[config.mk]
export PLATFORM = sky130hd
export DESIGN_NAME = ftach_front
export DESIGN_NICKNAME = d
export VERILOG_FILES = /design/src/rtl/core/ftach_pkg.sv /design/src/rtl/core/ftach_front.sv
export SDC_FILE = /design/constraint.sdc
export NUM_CORES = 1
export LEC_CHECK = 0
export ABC_AREA = 1
export BUFFER_PORTS_ARGS = -buffer_cell sky130_fd_sc_hd__buf_4
export CAP_MARGIN = 20
export CORE_MARGIN = 2
export CORE_UTILIZATION = 41
export CTS_CLUSTER_SIZE = 40
export DETAILED_ROUTE_END_ITERATION = 6
export GPL_TIMING_DRIVEN = 0
export HOLD_SLACK_MARGIN = 0.15
export PLACE_DENSITY = 0.71
export SLEW_MARGIN = 40
export SYNTH_ARGS = -nofsm -noshare
export SYNTH_HDL_FRONTEND = slang
export SYNTH_SLANG_ARGS = --single-unit
[constraint.sdc]
create_clock -name clk -period 3.1 [get_ports clk]
set_input_delay 0.62 -clock clk [delete_from_list [all_inputs] [get_ports clk]]
set_output_delay 0.62 -clock clk [all_outputs]
set_load 0.01 [all_outputs]
[src/rtl/core/ftach_pkg.sv]
// shared types, register codes and constants for the fan tach rpm meter
package ftach_pkg;

  localparam int PULSE_COUNT_WIDTH = 16;

  localparam int CFG_INDEX_W = 2;
  localparam int CFG_DATA_W  = 24;

  localparam int DEBOUNCE_W  = 16;
  localparam int WINDOW_W    = 24;
  localparam int RPP_W       = 8;
  localparam int SINCE_W     = 17;
  localparam int RPM_W       = 24;
  localparam int PULSE_OUT_W = 16;

  // widest pulses * rpm_per_pulse product over the parameter range
  localparam int PROD_EXT_W  = 40;
  // widest pulse tally over the parameter range
  localparam int PULSE_EXT_W = 32;

  localparam int QUEUE_DEPTH = 4;

  // (2*old + 3*raw) fits in 27 bits; divided by 5 through a reciprocal
  localparam int SUM_W         = 27;
  localparam int DIV5_RECIP_W  = 28;
  localparam logic [DIV5_RECIP_W-1:0] DIV5_RECIP = 28'd214748365;
  localparam int DIV5_SHIFT    = 30;
  localparam int DIV_PROD_W    = SUM_W + DIV5_RECIP_W;

  localparam logic [DEBOUNCE_W-1:0] DEBOUNCE_RESET = 16'd800;
  localparam logic [WINDOW_W-1:0]   WINDOW_RESET   = 24'd1000000;
  localparam logic [RPP_W-1:0]      RPP_RESET      = 8'd30;

  typedef enum logic [CFG_INDEX_W-1:0] {
    CFG_DEBOUNCE = 2'd0,
    CFG_WINDOW   = 2'd1,
    CFG_RPP      = 2'd2
  } cfg_idx_t;

  typedef struct packed {
    logic [DEBOUNCE_W-1:0] debounce_ticks;
    logic [WINDOW_W-1:0]   window_ticks;
    logic [RPP_W-1:0]      rpm_per_pulse;
  } cfg_t;

endpackage

[src/rtl/core/ftach_front.sv]
// front end: debounce of tach edges, pulse tally and window timing
module ftach_front #(
  parameter int PCW = ftach_pkg::PULSE_COUNT_WIDTH
) (
  input  logic                 clk,
  input  logic                 rst,
  input  ftach_pkg::cfg_t      cfg,
  input  logic                 tick_valid,
  output logic                 tick_stall,
  input  logic                 tach_edge,
  input  logic                 q_full,
  output logic                 q_push,
  output logic [PCW-1:0]       q_data
);

  logic [ftach_pkg::SINCE_W-1:0]  since_last_edge;
  logic [PCW-1:0]                 pulse_tally;
  logic [ftach_pkg::WINDOW_W-1:0] window_elapsed;

  logic [ftach_pkg::SINCE_W-1:0]  since_inc;
  logic [PCW-1:0]                 tally_upd;
  logic [ftach_pkg::WINDOW_W-1:0] win_inc;
  logic                           edge_ok;
  logic                           close;
  logic                           accept;

  assign tick_stall = q_full;
  assign accept     = tick_valid && !tick_stall;

  always_comb begin
    since_inc = (since_last_edge == '1) ? since_last_edge
                                        : since_last_edge + 1'b1;
    edge_ok   = tach_edge &&
                (since_inc > ftach_pkg::SINCE_W'(cfg.debounce_ticks));
    tally_upd = pulse_tally;
    if (edge_ok && (pulse_tally != '1)) begin
      tally_upd = pulse_tally + 1'b1;
    end
    win_inc = window_elapsed + 1'b1;
    // a zero window length closes on every tick
    close   = (win_inc >= cfg.window_ticks);
  end

  assign q_push = accept && close;
  assign q_data = tally_upd;

  always_ff @(posedge clk) begin
    if (rst) begin
      since_last_edge <= '0;
      pulse_tally     <= '0;
      window_elapsed  <= '0;
    end else if (accept) begin
      since_last_edge <= edge_ok ? '0 : since_inc;
      if (close) begin
        pulse_tally    <= '0;
        window_elapsed <= '0;
      end else begin
        pulse_tally    <= tally_upd;
        window_elapsed <= win_inc;
      end
    end
  end

endmodule

# After elaboration in Yosys (flattened, before gate mapping)
# Index checks and enable logic that the tools add are counted.
op_classes:
  n_addsub: 3
  n_lt_le_gt_ge: 2
  n_eq_ne: 2
  n_mux: 5
  n_reduce_logical: 5
op_table:
  columns: ["cell", "n"]
  rows:
  - ["2-to-1 mux 17 bit", 2]
  - ["2-to-1 mux 16 bit", 2]
  - ["adder 24 x 1 -> 24 bit, second input constant", 1]
  - [">= comparator 24 bit", 1]
  - ["2-to-1 mux 24 bit", 1]
  - ["adder 17 x 1 -> 17 bit, second input constant", 1]
  - ["== test 17 bit, second input constant", 1]
  - ["greater-than comparator 17 x 16 -> 1 bit", 1]
  - ["adder 16 x 1 -> 16 bit, second input constant", 1]
  - ["!= test 16 bit, second input constant", 1]
  - ["logical AND 1 bit", 4]
  - ["logical NOT 1 bit", 1]
word_totals:
  register_bits: 57
  in_bits: 53
  word_cells: 20

# Logic depth before layout (Yosys ltp)
depth:
  word_depth: 7
  depth_mapped: 25
  mapped_depth_nobuf: 23

# Worst setup path before layout
# OpenSTA, ideal clock, no wires.
synth_path:
  kind: "register to output"
  start: "reg since_last_edge[0] (netlist bit)"
  end: "out q_data[2]"
  arrival_time_ps: 2732
  slack_ps: -252
  path_stages_with_launch: 21
  n_path_buf: 2
  path_cell_list: "dfxtp_1 ha_1 inv_1 nor2_4 nand2_2 nor2_4 nand2_1 buf_4 nand3_1 nor3_1 xor2_1 ha_1 nand2_1 nor2_1 nand3_1 nor2_1 a21boi_4 nand3_2 buf_6 nand2_2 and2_1"
synth_via:
  elab_chain_len: 6
  word_cells_on_any_way: 7
  cone_classes: "add/sub (1); order compare (1); eq/ne (1); mux (2); reduce/logical (2)"
synth_rtl:
  columns: ["element", "line", "rtl"]
  rows:
  - ["start, declared", "ftach_front.sv:16", "logic [ftach_pkg::SINCE_W-1:0] since_last_edge;"]
  - ["start signal, assigned", "ftach_front.sv:53", "since_last_edge <= edge_ok ? '0 : since_inc;"]
  - ["adder 17 x 1 -> 17 bit or == test 17 bit (tied branches)", "ftach_front.sv:32, ftach_front.sv:31", null]
  - ["2-to-1 mux 17 bit *", "ftach_front.sv:31", "since_inc = (since_last_edge == '1) ? since_last_edge"]
  - ["greater-than comparator 17 x 16 -> 1 bit *", "ftach_front.sv:34", "(since_inc > ftach_pkg::SINCE_W'(cfg.debounce_ticks));"]
  - ["logical AND 1 bit *", "ftach_front.sv:33", "edge_ok = tach_edge &&"]
  - ["logical AND 1 bit *", "ftach_front.sv:36", "if (edge_ok && (pulse_tally != '1)) begin"]
  - ["2-to-1 mux 16 bit *", "ftach_front.sv:36", null]
  - ["end, declared", "ftach_front.sv:13", "output logic [PCW-1:0] q_data"]
# Every way passes the cells marked *; elsewhere a longest branch is shown, timed or not.

# Final worst setup path
layout_path:
  start: "reg since_last_edge[1] (netlist bit)"
  end: "out q_data[9]"
# Same word-level chain as after synthesis.

==> qor.tcl <==
set qor(finalMaxSlewViolations) 0
set qor(most_used_layer_global_route) {met2}
set qor(leakagePower_uw) 0.00335
set qor(timing.critical_path.max_delay_family) {simple AND/OR/NAND/NOR gates}
set qor(drt-total-wl_um) 14700
set qor(final.period_utilization_pct) 126
set qor(net-switching-power_uw) 477
set qor(die-width_um) 112
set qor(drtPass1Iterations) 5
set qor(routed-via-count) 5243
set qor(synth.most_common_cell) {nand2_1}
set qor(clock_skew_ns) 0.00820
set qor(clock_latency_reported_for_the_late_side_of_the_worst_skew_pair_ns) 0.33
set qor(cts_root_buffer) {clkbuf_16}
set qor(cp_num_buf_inv) 5
set qor(failed_checks) {negative setup slack}
set qor(drt_drc_violations_left) 0
set qor(layout-drive-gt1-share_pct) 39.3
set qor(clock_power_share_pct) 51.0
set qor(grt_setup_unrepaired) {yes}
set qor(fin_crit_ns) 3.91
set qor(maxClockFrequency_ghz) 0.256
set qor(ys_top_cells_by_count) {nand2_1 (210), inv_1 (95), a21oi_1 (67)}
set qor(crit_slowest_cell) {dfxtp_4}
set qor(drt.antenna.violating_nets) 0
set qor(postSynth.asyncResetShare_pct) 0
set qor(power_frac_comb_pct) 11.8
set qor(hold_viol) 0
set qor(grtUsageTotal_pct) 21.8
set qor(mappedNetlistNets) 822
set qor(cap_viol_max_count) 0
set qor(grt_util_met1_pct) 26.7
set qor(cp_data_arrival_time_ns) 3.29
set qor(cts-hold-fix-buffers) 0
set qor(vdd_ir_drop_max_mv) 0.251
set qor(groute.layer.met3.usage_pct) 4.03
set qor(slowest_delay_ns) 0.36
set qor(initial_utilization_pct) 41.7
set qor(crit_fanout) 5
set qor(floorplan.core_area_um2) 11400
set qor(dp_hpwl_um) 8950
set qor(cp_data_required_time_ns) 2.48
set qor(synth_top_cell_by_area) {dfxtp_1}
set qor(power_switching_share_pct) 24.2
set qor(status) {complete, but fails checks}
set qor(path_cells) {ha_4 > inv_2 > nor2_4 > nand2_2 > nor2_4 > nand2_4 > buf_8 > nand3_4 > nor3_4 > xor2_1 > ha_1 > nand2_2 > nor2_1 > nand3_1 > nor2_4 > a21boi_4 > buf_6 > buf_8 > nand4_1 > nand2_2 > buf_6}
set qor(critPathCaptureType) {output port}
set qor(ys_seq_area_share_pct) 24.1
set qor(drt_first_iter_violations) 263
set qor(top_level_ports) 71
set qor(clock_tree_from_tritoncts) {yes}
set qor(floorplan.die_area_um2) 12400
set qor(cellPowerDensity_nw_per_um2) 280
set qor(post_synth_inst_count) 726
set qor(initial_antenna_violation_count) 0
set qor(clock_path_buffers) 2
set qor(clock_transition_at_path_regs_ns) 0.05
set qor(worstHoldPathType) {reg2reg}
set qor(insertedDiodeCount) 0
set qor(globalplace.congestion) 0.891
set qor(critPathKind) {reg2out}
set qor(layout.nets) 958
set qor(int_pwr_uw) 1500
set qor(floorplan.die.height_um) 112
set qor(crit_path_start_kind) {flop}
set qor(h_tree_lvl_count) 3
set qor(wl_per_cell_um) 14.6
set qor(synth.cell_area_um2) 4740
set qor(io_buffer_count) 61
set qor(synth_seq_cells) 57
set qor(timing.slew.headroom_pct) 51.0
set qor(timing_worst_slew_pin_value_ns) 0.735
set qor(viasPerCell) 5.20
set qor(synth_cell_type_count) 30
set qor(cts_made_buffers) 9
set qor(share_of_yosys_cell_area_claimed_by_the_top_area_cell_type_pct) 24.1
set qor(instance_area_after_placement_um2) 5470
set qor(first_pass_grt_wire_length_um) 22200
set qor(synth_flop_cell) {dfxtp_1}
set qor(fin_hold_ws_ns) 0.488
set qor(globalRouteMet2Util_pct) 38.0
set qor(tns_ns) -21.51
set qor(num_rows) 39
set qor(seq_power_share_pct) 37.2
set qor(grt_pass1_vias) 4804
set qor(ys_warns) 0
set qor(worst_slack_ns) -0.808
set qor(synthesis.area_per_instance_um2) 6.53
set qor(synthToLayoutAreaGrowth_pct) 48.9
set qor(finish.instance_area_um2) 7060
set qor(synth_area_leaders) {dfxtp_1 (24%), nand2_1 (17%), ha_1 (11%)}
set qor(grt_start_max_net_pins) 11
set qor(setup-violations-final) 73
set qor(count_of_flip_flops_with_a_built_in_enable_after_synthesis) 0
set qor(cts_sinks) 57
set qor(grt_overflow_total) 0
[metrics by stage]
stage	power [µW]	utilization [%]	worst slack, ns	instances
finish	1970	62.1	-0.808	1009
global route	2040	62.1	-0.912	1009
CTS	1950	57.8	-0.736	998
detailed placement	923	48.1	-0.729	930
global placement	922	48.1	-0.614	930
floorplan	850	-	-0.0485	726
[metal layers]
metal / share of wire, % / up-vias / routed length, µm
li1: - / 2612 / -
met1: 42 / 2395 / 6240
met2: 49 / 195 / 7260
met3: 5.6 / 41 / 828
met4: 2.8 / 0 / 412
met5: 0 / - / 0
[placed cells by master (no fill, tap or decap), drive strengths merged]
master   synthesis  layout
nand2          226     226
xnor2           15      15
nand3           37      37
nand4           25      25
nor4             6       6
inv             97      97
bufinv           0       1
o21a             4       4
xor2            27      27
clkinv           1       3
and2             8       8
nor3            21      21
ha              43      43
a21o             1       1
o21ai            6       6
buf             13     137
a21boi           1       1
dfxtp           57      57
nor2            49      49
clkbuf          12      25
a21oi           76      76
a2bb2oi          1       1
[registers in the layout, summed over array words and instances, names as in the netlist]
register         flops
pulse_tally         16
window_elapsed      24
since_last_edge     17
[final timing paths]
| kind | start | end | slack [ns] | cells past startpoint |
|---|---|---|---|---|
| worst max-delay path | since_last_edge[1] | q_data[9] | -0.81 | 21 |
| worst min-delay path | window_elapsed[23] | window_elapsed[23] | 0.49 | 2 |
| worst max register to register | since_last_edge[1] | pulse_tally[2] | -0.75 | 30 |
| worst min register to register | window_elapsed[23] | window_elapsed[23] | 0.49 | 2 |
[worst reg2reg max path, delay by kind of cell, from the launching register on]
family          cells  cell delay, ns
compound gates      3            0.27
flops               1            0.36
simple gates       13            1.08
fa+ha+maj           2            0.46
buf+inv            11            1.28
xor+xnor            1            0.24
[power by group through the flow]
stage | Sequential (µW) | Combinational (µW) | Clock (µW)
after CTS | 738 | 204 | 1010
final | 735 | 232 | 1010
after detailed placement | 755 | 168 | 0
after global routing | 735 | 253 | 1050
after global placement | 756 | 167 | 0
after floorplan | 754 | 95.4 | 0
[what timing repair did]
item / CTS / global route
setup buffers: 52 / 11
pin swaps: 64 / 72
cloned: 4 / 2
gates resized for setup: 103 / 111
setup endpoints to repair: 67 / 74
[kinds of logic after synthesis]
kind of cell	Yosys count	share of synthesized area (%)
buf+inv	123	10.9
flops	57	24.1
compound gates	89	10.9
xor+xnor	42	7.76
simple gates	372	35.0
fa+ha+maj	43	11.3
[area by class of cell]
cell class,instances,area (µm²)
Fill cell,952,4310
Clock inverter,3,40.0
Inverter,98,368
Tap cell,143,179
Clock buffer,12,256
Buffer,24,185
Sequential cell,57,1190
Multi-Input combinational cell,546,3730
Timing Repair Buffer,126,1110
No activity file was read; power rests on OpenSTA's default activity.
