[src/rtl/core/ftach_pkg.sv]
// shared types, register codes and constants for the fan tach rpm meter
package ftach_pkg;

  localparam int PULSE_COUNT_WIDTH = 16;

  localparam int CFG_INDEX_W = 2;
  localparam int CFG_DATA_W  = 24;

  localparam int DEBOUNCE_W  = 16;
  localparam int WINDOW_W    = 24;
  localparam int RPP_W       = 8;
  localparam int SINCE_W     = 17;
  localparam int RPM_W       = 24;
  localparam int PULSE_OUT_W = 16;

  // widest pulses * rpm_per_pulse product over the parameter range
  localparam int PROD_EXT_W  = 40;
  // widest pulse tally over the parameter range
  localparam int PULSE_EXT_W = 32;

  localparam int QUEUE_DEPTH = 4;

  // (2*old + 3*raw) fits in 27 bits; divided by 5 through a reciprocal
  localparam int SUM_W         = 27;
  localparam int DIV5_RECIP_W  = 28;
  localparam logic [DIV5_RECIP_W-1:0] DIV5_RECIP = 28'd214748365;
  localparam int DIV5_SHIFT    = 30;
  localparam int DIV_PROD_W    = SUM_W + DIV5_RECIP_W;

  localparam logic [DEBOUNCE_W-1:0] DEBOUNCE_RESET = 16'd800;
  localparam logic [WINDOW_W-1:0]   WINDOW_RESET   = 24'd1000000;
  localparam logic [RPP_W-1:0]      RPP_RESET      = 8'd30;

  typedef enum logic [CFG_INDEX_W-1:0] {
    CFG_DEBOUNCE = 2'd0,
    CFG_WINDOW   = 2'd1,
    CFG_RPP      = 2'd2
  } cfg_idx_t;

  typedef struct packed {
    logic [DEBOUNCE_W-1:0] debounce_ticks;
    logic [WINDOW_W-1:0]   window_ticks;
    logic [RPP_W-1:0]      rpm_per_pulse;
  } cfg_t;

endpackage

[src/rtl/core/ftach_queue.sv]
// short queue of closed-window pulse counts between front and back
module ftach_queue #(
  parameter int W     = ftach_pkg::PULSE_COUNT_WIDTH,
  parameter int DEPTH = ftach_pkg::QUEUE_DEPTH
) (
  input  logic         clk,
  input  logic         rst,
  input  logic         push,
  input  logic [W-1:0] push_data,
  input  logic         pop,
  output logic [W-1:0] pop_data,
  output logic         full,
  output logic         empty
);

  localparam int PTR_W = (DEPTH > 1) ? $clog2(DEPTH) : 1;
  localparam int CNT_W = $clog2(DEPTH + 1);

  logic [W-1:0]     entries [DEPTH];
  logic [PTR_W-1:0] wr_ptr;
  logic [PTR_W-1:0] rd_ptr;
  logic [CNT_W-1:0] count;

  logic do_push;
  logic do_pop;

  assign full     = (count == CNT_W'(DEPTH));
  assign empty    = (count == '0);
  assign do_push  = push && !full;
  assign do_pop   = pop && !empty;
  assign pop_data = entries[rd_ptr];

  always_ff @(posedge clk) begin
    if (rst) begin
      wr_ptr <= '0;
      rd_ptr <= '0;
      count  <= '0;
    end else begin
      if (do_push) begin
        wr_ptr <= (wr_ptr == PTR_W'(DEPTH - 1)) ? '0 : wr_ptr + 1'b1;
      end
      if (do_pop) begin
        rd_ptr <= (rd_ptr == PTR_W'(DEPTH - 1)) ? '0 : rd_ptr + 1'b1;
      end
      case ({do_push, do_pop})
        2'b10:   count <= count + 1'b1;
        2'b01:   count <= count - 1'b1;
        default: count <= count;
      endcase
    end
  end

  always_ff @(posedge clk) begin
    if (do_push) begin
      entries[wr_ptr] <= push_data;
    end
  end

endmodule

[config.mk]
export PLATFORM = sky130hd
export DESIGN_NAME = ftach_queue
export DESIGN_NICKNAME = d
export VERILOG_FILES = /design/src/rtl/core/ftach_pkg.sv /design/src/rtl/core/ftach_queue.sv
export SDC_FILE = /design/constraint.sdc
export NUM_CORES = 1
export LEC_CHECK = 0
export ABC_AREA = 1
export BUFFER_PORTS_ARGS = -buffer_cell sky130_fd_sc_hd__buf_2
export CELL_PAD_IN_SITES_DETAIL_PLACEMENT = 1
export CELL_PAD_IN_SITES_GLOBAL_PLACEMENT = 2
export CORE_ASPECT_RATIO = 0.5
export CORE_MARGIN = 4
export CORE_UTILIZATION = 35
export CTS_CLUSTER_DIAMETER = 150
export DETAILED_ROUTE_END_ITERATION = 16
export PLACE_DENSITY = 0.8
export SLEW_MARGIN = 20
export SYNTH_ARGS = -nofsm -noshare
export SYNTH_HDL_FRONTEND = slang
export SYNTH_SLANG_ARGS = --single-unit
[constraint.sdc]
create_clock -name clk -period 1.8 [get_ports clk]
set_clock_uncertainty 0.05 [all_clocks]
set_input_delay 0 -clock clk [delete_from_list [all_inputs] [get_ports clk]]
set_output_delay 0 -clock clk [all_outputs]
set_load 0.01 [all_outputs]
After elaboration in Yosys (flattened, before gate mapping)
Memories as Yosys holds them, arrays and structs flattened. A register that Yosys moved wholly into a read port is not among the register bits.
Index checks and enable logic that the tools add are counted.
{"block": "classes", "eq_ne": 5, "n_reduce_logical": 6, "n_addsub": 4, "muxes": 7}
{"cell": "$mux 2", "count": 4}
{"cell": "$eq 2x2->1 const B", "count": 3}
{"cell": "$pmux 3 s2", "count": 1}
{"cell": "$add 2x1->2 const B", "count": 2}
{"cell": "$add 3x1->3 const B", "count": 1}
{"cell": "$eq 3x3->1 const B", "count": 1}
{"cell": "$logic_not 3->1", "count": 1}
{"cell": "$sub 3x1->3 const B", "count": 1}
{"cell": "$eq 2x1->1 const B", "count": 1}
{"cell": "$logic_and 1x1->1", "count": 2}
{"cell": "$logic_not 1->1", "count": 2}
{"cell": "$mux 1", "count": 2}
{"cell": "$reduce_bool 2->1", "count": 1}
{"block": "word_totals", "word_cells": 26, "reg_bits": 7, "n_memories": 1, "ramBits": 64, "in_bits": 20, "output_inout_bits": 18}
{"memory": "entries", "depth": 4, "word_bits": 16, "read_ports": 1, "rd_ports_with_merged_regs": 1, "write_ports": 1, "line": "ftach_queue.sv:19", "source": "logic [W-1:0] entries [DEPTH];"}

Depth between registers and ports, before layout
Gate-level depths: netlist of run 1.
{"block": "logic_depth", "word_depth": 5, "depth_mapped": 13, "mapped_depth_nobuf": 13}

Worst setup path after synthesis of run 1
OpenSTA, ideal clock, no wires.
{"block": "synth_path", "path_kind": "register to register", "start": "register count[1]", "end": "memory entries[0][0] in the netlist's numbering, enable pin", "n_path_buf": 0, "setup_slack_ns": 0.063, "arrival_time_ns": 1.298, "required_time_ns": 1.361, "synth_period_minus_slack_ns": 1.737, "path_stages_with_launch": 5, "setup_ns": 0.389, "path_cell_list": "dfxtp_1 -> nor2_1 -> nand2_1 -> nand2_2 -> nor2_1"}
{"block": "synth_between", "elab_chain_cells": 5}
{"item": "start, declared", "line": "ftach_queue.sv:22", "source": "logic [CNT_W-1:0] count;"}
{"item": "start signal, assigned", "line": "ftach_queue.sv:46", "source": "2'b10: count <= count + 1'b1;"}
{"item": "start signal, assigned", "line": "ftach_queue.sv:47", "source": "2'b01: count <= count - 1'b1;"}
{"item": "start signal, assigned", "line": "ftach_queue.sv:48", "source": "default: count <= count;"}
{"item": "$eq 3x3->1", "line": "ftach_queue.sv:27", "source": "assign full = (count == CNT_W'(DEPTH));"}
{"item": "$logic_not 1->1", "line": "ftach_queue.sv:29", "source": "assign do_push = push && !full;"}
{"item": "$logic_and 1x1->1", "line": "ftach_queue.sv:29"}
{"item": "$mux 1", "line": "ftach_queue.sv:54", "source": "if (do_push) begin"}
{"item": "$mux 1 (not written as such)", "line": "ftach_queue.sv:55", "source": "entries[wr_ptr] <= push_data;"}
{"item": "end, declared", "line": "ftach_queue.sv:19"}
Every way passes these cells.

Final worst setup path of run 1
{"block": "layout_path", "start": "register wr_ptr[1]", "end": "register wr_ptr[1]"}
{"block": "layout_between", "elab_chain_cells": 2, "word_cells_on_any_way": 3, "classes_between": "1 x add/sub; 1 x eq/ne; 1 x mux"}
{"item": "start, declared", "line": "ftach_queue.sv:20", "source": "logic [PTR_W-1:0] wr_ptr;"}
{"item": "start signal, assigned", "line": "ftach_queue.sv:40", "source": "wr_ptr <= (wr_ptr == PTR_W'(DEPTH - 1)) ? '0 : wr_ptr + 1'b1;"}
{"item": "$add 2x1->2 or $eq 2x2->1 (tied branches)", "line": "ftach_queue.sv:40"}
{"item": "$mux 2 (*)", "line": "ftach_queue.sv:40"}
Every way passes the cells marked *; elsewhere a longest branch is shown, timed or not.
A chain may end at the register's enable or synchronous reset.

==> results of run 1 <==
## what timing repair did
item,4_1_cts,5_1_grt
pin swaps,0,4
endpoints found under the setup margin,1,4
buffers inserted,0,3
gates resized for setup,4,9
endpoints found under the hold margin,70,0
hold buffers,21,0
## per-stage QoR
step	worst slack, ps	instance area (um2)	power, mW	hold slack (ps)
2_1_floorplan	63.4	2860	3.07	48.9
3_3_place_gp	72.7	3210	3.57	158
3_5_place_dp	-13.6	3210	3.65	169
4_1_cts	17.0	3720	5.45	362
5_1_grt	-2.91	3760	5.77	384
6_report	113	3760	5.45	377
## worst register-to-register path, delay by kind of cell (launching register included)
kind	cells	cell delay, ps
buffers and inverters	2	620
flip-flops	1	380
adder cells (fa/ha/maj)	1	270
AND/OR/NAND/NOR	3	250
## layout by cell type (no fill, tap or decap)
cell	synthesis	layout
clkinv_2	0	2
o21ai_1	28	28
inv_4	0	1
nor2_1	46	45
inv_1	18	18
o22ai_1	16	16
clkinvlp_4	0	1
nand2_2	1	4
clkbuf_16	0	9
buf_12	0	1
nand3_1	1	1
dlygate4sd3_1	0	21
ha_2	0	1
a21oi_1	4	4
dfxtp_1	9	5
buf_4	2	10
nand4_1	1	1
o21ai_0	6	6
ha_1	6	5
bufinv_16	0	1
dfxtp_2	0	4
nand2_1	13	10
clkbuf_1	0	2
edfxtp_1	64	64
clkinv_4	0	1
fa_2	0	1
buf_2	6	37
nand3b_1	2	2
inv_2	2	1
nor2_4	0	1
## logic make-up after synthesis
| group | count (synthesis) | synth area share |
|---|---|---|
| AO/OA/AOI/OAI | 54 | 0.101 |
| adder cells (fa/ha/maj) | 7 | 0.0332 |
| buffers and inverters | 28 | 0.0420 |
| flip-flops | 73 | 0.735 |
| AND/OR/NAND/NOR | 64 | 0.0888 |
## path summary, 6_finish.rpt
check,end,from
max,wr_ptr[1]$_SDFFE_PP0P_,wr_ptr[1]$_SDFFE_PP0P_
min,entries[2][6]$_DFFE_PP_,push_data[6]
max reg2reg,wr_ptr[1]$_SDFFE_PP0P_,wr_ptr[1]$_SDFFE_PP0P_
min reg2reg,rd_ptr[1]$_SDFFE_PP0P_,rd_ptr[1]$_SDFFE_PP0P_
## area by class of cell
type,count,area (um2)
sequential,73,2110
clock buffer,11,233
tap,108,135
fill,800,3870
inverter,20,77.6
multi-input combinational,125,659
clock inverter,5,56.3
timing repair buffer,69,490
## state kept, by name (all words and copies together) (netlist names), named ones only
register  flops
entries      64
count         3
rd_ptr        2
wr_ptr        2
## power by group
group,switching [mW],internal (mW)
combinational,0.980,0.605
sequential,0.0850,2.06
clock,0.650,1.07
total,1.72,3.74
## layer usage
metal	wire (um)	global-route usage
met1	2780	0.163
met2	3400	0.249
met3	201	0.0402
met4	107	0.0570
met5	0	0
==> reports/results.txt, run 1 <==
PD cells - 1450 nW/um2
H-tree levels - 3
Crit Path Class - reg2reg
CTS tree - built
Max-Cap Viols - 0
outcome - finished, final reports clean
RSZ-0062 raised after global routing - true
FF+latch count, synth - 73
Area contributors post-synth - edfxtp_1 67%, dfxtp_1 6.3%, nor2_1 6.0%
Top FF cell, synth - edfxtp_1
final core utilization - 0.493
CP top delay family - buffers and inverters
Slew Limit Fails - 0
Arrival @ worst endpoint - 1850 ps
nets - 325
Worst Path Max Fanout - 4
CTS buffer count - 9
Setup Viol. Count Final - 0
clk sinks - 73
Leak - 1.44 nW
worst skew pair latency - 320 ps
Post-Syn Area - 2860 um2
startpoint types - register
Critical Path RT - 1960 ps
critical path capture point type - register
Initial Util - 0.375
sequential area share after synthesis - 0.735
commonest cells in the netlist - 64 x edfxtp_1, 46 x nor2_1, 28 x o21ai_1
GRT Overall Usage - 0.141
Die Height - 71.9 um
FFs w/ async S/R, synth - 0
Netlist cell types - 18
DRT antenna net count - 0
buffers added on ports - 37
accumulated negative setup slack - 0 ps
leading area contributor after synthesis - edfxtp_1
crit path buf inv count - 2
count leader, synth - edfxtp_1
detailed-route via count - 1,938
Die W - 136 um
Worst-Margin Slew - 343 ps
crit share post-route - 0.937
Non-Filler Instances - 411
Reg clk slew, reported paths - 60 ps
layout cells sized above 1 - 0.248
Mapped Cells - 226
initial antenna violation count - 0
Clock Root Buffer - clkbuf_16
post-synth top area share - 0.672
worst reg2reg path depth - 6
Worst IR Drop VDD - 0.681 mV
Max Freq - 593 MHz
I/O pins - 38
Fin. Hold Viols - 0
Worst path slowest cell - dlygate4sd3_1
Post-synth EDFFs - 64
DP Wirelength - 3.94 mm
Detailed Routing Iterations Pass 1 - 4
Avg Cell Area, Syn - 12.7 um2
CP cell instances - inv_1 > ha_1 > nand3b_1 > nand2_1 > nor2_1 > dlygate4sd3_1
worst hold stages - 2
Cells after DPL - 371
relative slew slack - 0.772
Yosys warning count - 0
type of the most critical hold path - in2reg
Die ar. - 9770 um2
Worst R2R Setup Slack - 110 ps
Placer Congestion - 0.757
maximum buffer depth of the clock tree - 2
vias per cell - 4.72
Ant. Diodes - 0
area growth from synthesis to layout - 31.4%
grt total ovfl - 0
largest net degree at the start of global routing - 33
Starting DRT DRC Count - 109
CP max stage delay - 540 ps
DRC violations left - 0
vias in the first global route - 2,067
global-route wire length before repair - 10.3 mm
WL final - 6.48 mm
Core ar. - 7620 um2
syn_nets - 253
DR WL/cell - 15.8 um
Tmin final - 1690 ps
Crit path depth - 6
Std-Cell Rows - 22
Note: power is estimated with default switching activity, not from simulation.
==> inputs of run 2 (changes only) <==
--- a/config.mk
+++ b/config.mk
@@ -7,6 +7,7 @@
 export LEC_CHECK = 0
 export ABC_AREA = 1
 export BUFFER_PORTS_ARGS = -buffer_cell sky130_fd_sc_hd__buf_2
+export CAP_MARGIN = 40
 export CELL_PAD_IN_SITES_DETAIL_PLACEMENT = 1
 export CELL_PAD_IN_SITES_GLOBAL_PLACEMENT = 2
 export CORE_ASPECT_RATIO = 0.5
@@ -14,6 +15,7 @@
 export CORE_UTILIZATION = 35
 export CTS_CLUSTER_DIAMETER = 150
 export DETAILED_ROUTE_END_ITERATION = 16
+export GPL_TIMING_DRIVEN = 0
 export PLACE_DENSITY = 0.8
 export SLEW_MARGIN = 20
 export SYNTH_ARGS = -nofsm -noshare
==> reports/results.txt, run 2 (same netlist as run 1, synthesis figures left out) <==
Die ar. - 9770 um2 (unchanged)
Critical Path RT - 1970 ps (about the same)
Setup Viol. Count Final - 0 (unchanged)
DRC violations left - 0 (unchanged)
worst skew pair latency - 320 ps (about the same)
commonest non-fill, non-tap cell in the layout - edfxtp_1
PD cells - 1490 nW/um2 (+2.7%)
CTS tree - built
area growth from synthesis to layout - 34.6%
most frequent cells in the layout - 64 x edfxtp_1, 43 x buf_2, 41 x nor2_1
CTS buffer count - 9 (unchanged)
Max-Cap Viols - 0 (unchanged)
GR peak layer - met2
Die W - 136 um (unchanged)
Reg with most FFs - entries
CP max stage delay - 360 ps (-180 ps)
nets - 331 (+1.8%)
clk sinks - 73 (unchanged)
Tmin final - 1720 ps (+31.9 ps)
max reg flops - 64 (unchanged)
Worst path slowest cell - fa_2
startpoint types - register
CP cell instances - nor2_4 > nand2_4 > nand2_4 > ha_2 > inv_2 > fa_2 > inv_1 > nand2_1 > nand3_1 > nand2_1 > inv_1 > nor2_1
met1 usage - 0.171 (+0.00797)
I/O pins - 38 (unchanged)
H-tree levels - 3 (unchanged)
design area - 3850 um2 (+2.5%)
CP top delay family - adder cells
initial antenna violation count - 0 (unchanged)
Fin. Hold Viols - 0 (unchanged)
Setup WS pre-CTS - -176 ps (-163 ps)
Worst IR Drop VDD - 0.477 mV (-30%)
Slew Limit Fails - 0 (unchanged)
Die Height - 71.9 um (unchanged)
Initial Util - 0.375 (unchanged)
Crit Path Class - reg2reg
Starting DRT DRC Count - 134 (+23%)
detailed-route via count - 1,990 (+2.7%)
Max Freq - 582 MHz (-1.9%)
vias in the first global route - 2,158 (+4.4%)
Arrival @ worst endpoint - 1890 ps (+40 ps)
outcome - finished, final reports clean
Core ar. - 7620 um2 (unchanged)
relative slew slack - 0.621 (-0.151)
maximum buffer depth of the clock tree - 2 (unchanged)
critical path capture point type - register
buffers added on ports - 37 (unchanged)
grt total ovfl - 0 (unchanged)
Leak - 1.48 nW (+2.7%)
layout cells sized above 1 - 0.285 (+0.0373)
Std-Cell Rows - 22 (unchanged)
Area after DPL - 3250 um2 (+1.2%)
DR WL/cell - 16.5 um (+4.8%)
crit share post-route - 0.955 (+0.0177)
Worst Path Max Fanout - 4 (unchanged)
GR Util met2 - 0.267 (+0.0182)
Detailed Routing Iterations Pass 1 - 4 (unchanged)
Regs by FF count - entries (64), count (3)
vias per cell - 4.77 (+1.2%)
crit path buf inv count - 3 (+1)
met3 GRT Util - 0.0464 (+0.00623)
GRT Overall Usage - 0.151 (+0.0101)
Clock Root Buffer - clkbuf_16
WL final - 6.89 mm (+6.3%)
Ant. Diodes - 0 (unchanged)
type of the most critical hold path - in2reg
Filler Cell Count - 812 (+1.5%)
DP Wirelength - 4.48 mm (+14%)
global-route wire length before repair - 10.9 mm (+5.7%)
Placer Congestion - 0.680 (-10%)
largest net degree at the start of global routing - 13 (-61%)
DRT antenna net count - 0 (unchanged)
Final WS setup - 80.7 ps (-31.9 ps)
Reg clk slew, reported paths - 60 ps (about the same)
Worst-Margin Slew - 568 ps (+225 ps)
run 2: changes by cell type in the layout (fill, tap and decap cells not counted), sizes merged:
| cell | delta |
|---|---|
| bufinv | +1 |
| buf | +6 |
| clkinv | -1 |
run 2: repair_timing:
item                                    in CTS  in global routing
endpoints found under the setup margin      12                 39
gates resized for setup                      6                 12
buffers inserted                             2                  3
hold endpoints to repair                    71                  0
pin swaps                                    2                  3
hold buffers                                21                  0
run 2: final cells by class:
type	instances	area, um2	area share
timing repair buffer	67	489	0.127
tap	108	135	0.0351
multi-input combinational	125	687	0.178
clock buffer	11	233	0.0604
sequential	73	2110	0.547
buffer	8	45.0	0.0117
clock inverter	5	80.1	0.0208
inverter	20	75.1	0.0195
run 2: report_power, final:
group | internal (mW) | switching [mW]
Clock | 1.21 | 0.643
Combinational | 0.683 | 1.02
Sequential | 2.06 | 0.123
Total | 3.96 | 1.78
run 2: per-layer routing:
layer,vias up,wire length (um)
met5,-,0
met4,0,104
met3,9,257
met2,35,3580
met1,990,2950
li1,956,-
run 2: final timing paths:
kind	depth (start not counted)	endpoint	slack, ps	startpoint
worst max-delay path	12	count[2]$_SDFFE_PP0P_	80	count[0]$_SDFFE_PP0P_
worst min-delay path	2	entries[0][6]$_DFFE_PP_	370	push_data[6]
worst max register to register	12	count[2]$_SDFFE_PP0P_	80	count[0]$_SDFFE_PP0P_
worst min register to register	2	register	500	rd_ptr[1]$_SDFFE_PP0P_
run 2: per-stage QoR:
stage	util	instances	TNS (ps)	hold slack (ps)	total power, mW
floorplan	-	226	0	48.9	3.07
global placement	0.417	371	-36880	160	3.60
detailed placement	0.426	375	-205	171	3.71
CTS	0.499	414	0	362	5.66
global route	0.505	417	-27.5	376	6.07
finish	0.505	417	0	369	5.74
==> inputs of run 3 (changes only) <==
--- a/config.mk
+++ b/config.mk
@@ -8,11 +8,9 @@
 export ABC_AREA = 1
 export BUFFER_PORTS_ARGS = -buffer_cell sky130_fd_sc_hd__buf_2
 export CAP_MARGIN = 40
-export CELL_PAD_IN_SITES_DETAIL_PLACEMENT = 1
-export CELL_PAD_IN_SITES_GLOBAL_PLACEMENT = 2
 export CORE_ASPECT_RATIO = 0.5
 export CORE_MARGIN = 4
-export CORE_UTILIZATION = 35
+export CORE_UTILIZATION = 51
 export CTS_CLUSTER_DIAMETER = 150
 export DETAILED_ROUTE_END_ITERATION = 16
 export GPL_TIMING_DRIVEN = 0
==> reports/results.txt, run 3 (same netlist as run 1, synthesis figures left out) <==
Leak - 1.45 nW (-1.8%)
Setup Viol. Count Final - 0 (unchanged)
Placer Congestion - 0.734 (+7.9%)
Max-Cap Viols - 0 (unchanged)
Worst Setup SP - wr_ptr[0]$_SDFFE_PP0P_
worst reg2reg path depth - 6 (-6)
Detailed Routing Iterations Pass 1 - 4 (unchanged)
commonest non-fill, non-tap cell in the layout - edfxtp_1
area growth from synthesis to layout - 30.8%
Non-Filler Instances - 376 (-9.8%)
clk sinks - 73 (unchanged)
clock share of power - 0.307 (-0.016)
DRT antenna net count - 0 (unchanged)
accumulated negative setup slack - 0 ps (unchanged)
Arrival @ worst endpoint - 1910 ps (+20 ps)
vias per cell - 5.26 (+10%)
Starting DRT DRC Count - 150 (+12%)
Slew Limit Fails - 0 (unchanged)
Net Sw Power - 1.73 mW (-3.0%)
Worst-Margin Slew - 488 ps (-79.9 ps)
Logic pwr share - 0.297 (about the same)
Internal Power - 3.77 mW (-4.8%)
Max Freq - 576 MHz (-0.96%)
vias in the first global route - 2,007 (-7.0%)
largest net degree at the start of global routing - 14 (+1)
Std-Cell Rows - 18 (-18%)
CTS tree - built
Final WS setup - 64.1 ps (-16.6 ps)
Cells after DPL - 337 (-10%)
Critical Path RT - 1980 ps (about the same)
DP Wirelength - 3.80 mm (-15%)
CTS buffer count - 9 (unchanged)
Sequential Area - 2110 um2 (unchanged)
crit share post-route - 0.964 (+0.00925)
Hold Crit Start - push_data[12]
worst hold stages - 2 (unchanged)
WL final - 6.44 mm (-6.6%)
most frequent cells in the layout - 64 x edfxtp_1, 43 x buf_2, 41 x nor2_1
Die ar. - 6950 um2 (-29%)
overall power - 5.50 mW (-4.2%)
PD cells - 1470 nW/um2 (-1.5%)
Hold EP - entries[1][12]$_DFFE_PP_
max reg flops - 64 (unchanged)
GRT Overall Usage - 0.194 (+0.0434)
nets - 328 (-0.91%)
Fin. Hold Viols - 0 (unchanged)
Filler Cell Count - 297 (-63%)
Regs by FF count - entries (64), count (3)
Initial Util - 0.555 (+0.180)
Ant. Diodes - 0 (unchanged)
buffers added on ports - 37 (unchanged)
FF-to-FF End - wr_ptr[1]$_SDFFE_PP0P_
Reg with most FFs - entries
DRC violations left - 0 (unchanged)
initial antenna violation count - 0 (unchanged)
sequential share of power - 0.397 (+0.016)
outcome - finished, final reports clean
type of the most critical hold path - in2reg
Worst R2R Setup Slack - 60 ps (-20 ps)
Crit Path Class - reg2reg
I/O pins - 38 (unchanged)
Worst Path Max Fanout - 4 (unchanged)
Die Height - 61.0 um (-15%)
Reg2Reg Launch Point - wr_ptr[0]$_SDFFE_PP0P_
layout cells sized above 1 - 0.281 (-0.00374)
multi-input logic area - 702 um2 (+2.2%)
detailed-route via count - 1,977 (-0.65%)
Die W - 114 um (-16%)
Worst IR Drop VDD - 0.905 mV (+90%)
worst skew pair latency - 330 ps (about the same)
global-route wire length before repair - 9.82 mm (-10%)
Setup WS pre-CTS - -101 ps (+75.5 ps)
grt total ovfl - 0 (unchanged)
Clock Root Buffer - clkbuf_8
relative slew slack - 0.674 (+0.0533)
startpoint types - register
maximum buffer depth of the clock tree - 2 (unchanged)
Core ar. - 5160 um2 (-32%)
Tmin final - 1740 ps (+16.6 ps)
sw frac - 0.314 (+0.00386)
DR WL/cell - 17.1 um (+3.6%)
critical path capture point type - register
final core utilization - 0.726 (+0.221)
H-tree levels - 3 (unchanged)
Reg clk slew, reported paths - 80 ps (+20 ps)
-- run 3: repair_timing --
action	CTS	global route
gates resized for setup	4	14
hold buffers	20	0
endpoints found under the setup margin	1	22
pin swaps	2	3
setup buffers	1	2
endpoints found under the hold margin	73	0
-- run 3: power groups by stage --
stage	clock (mW)	sequential, mW	combinational, mW
global route	1.78	2.20	1.80
global placement	0	2.18	1.37
floorplan	0	2.16	0.916
finish	1.69	2.18	1.63
detailed placement	0	2.19	1.45
CTS	1.69	2.16	1.52
-- run 3: area by class of cell --
class / instances / share of cell area
Multi-Input combinational cell: 125 / 0.187
Sequential cell: 73 / 0.563
Buffer: 8 / 0.0120
Clock buffer: 10 / 0.0341
Timing Repair Buffer: 64 / 0.123
Inverter: 20 / 0.0201
Tap cell: 70 / 0.0234
Clock inverter: 6 / 0.0368
-- run 3: worst max path at each step --
| stage | endpoint | cells past startpoint | slack (ps) |
|---|---|---|---|
| after floorplan | entries[0][0]$_DFFE_PP_ | 4 | 60 |
| after global routing | count[2]$_SDFFE_PP0P_ | 13 | -40 |
| after detailed placement | count[2]$_SDFFE_PP0P_ | 12 | -100 |
| final | wr_ptr[1]$_SDFFE_PP0P_ | 6 | 60 |
| after global placement | entries[3][7]$_DFFE_PP_ | 4 | -460 |
| after CTS | count[2]$_SDFFE_PP0P_ | 13 | 10 |
-- run 3: stage by stage --
stage          cell area [um2]  hold WS, ps
3_5_place_dp              3200          169
4_1_cts                   3680          337
2_1_floorplan             2860         48.9
3_3_place_gp              3130          160
5_1_grt                   3740          351
6_report                  3740          358
-- run 3: critical path, stage by stage, from the launching register on --
cell,delay (ps)
dfxtp_1,380
inv_1,90
ha_1,290
nand3b_1,160
nand2_1,70
nor2_1,40
dlygate4sd3_1,550
-- run 3: layer usage --
layer | part of all wire | routed length, um | GRT usage
met3 | 0.071 | 454 | 0.0777
met1 | 0.40 | 2600 | 0.225
met4 | 0.0067 | 43 | 0.0406
met5 | 0 | 0 | 0
met2 | 0.52 | 3340 | 0.352
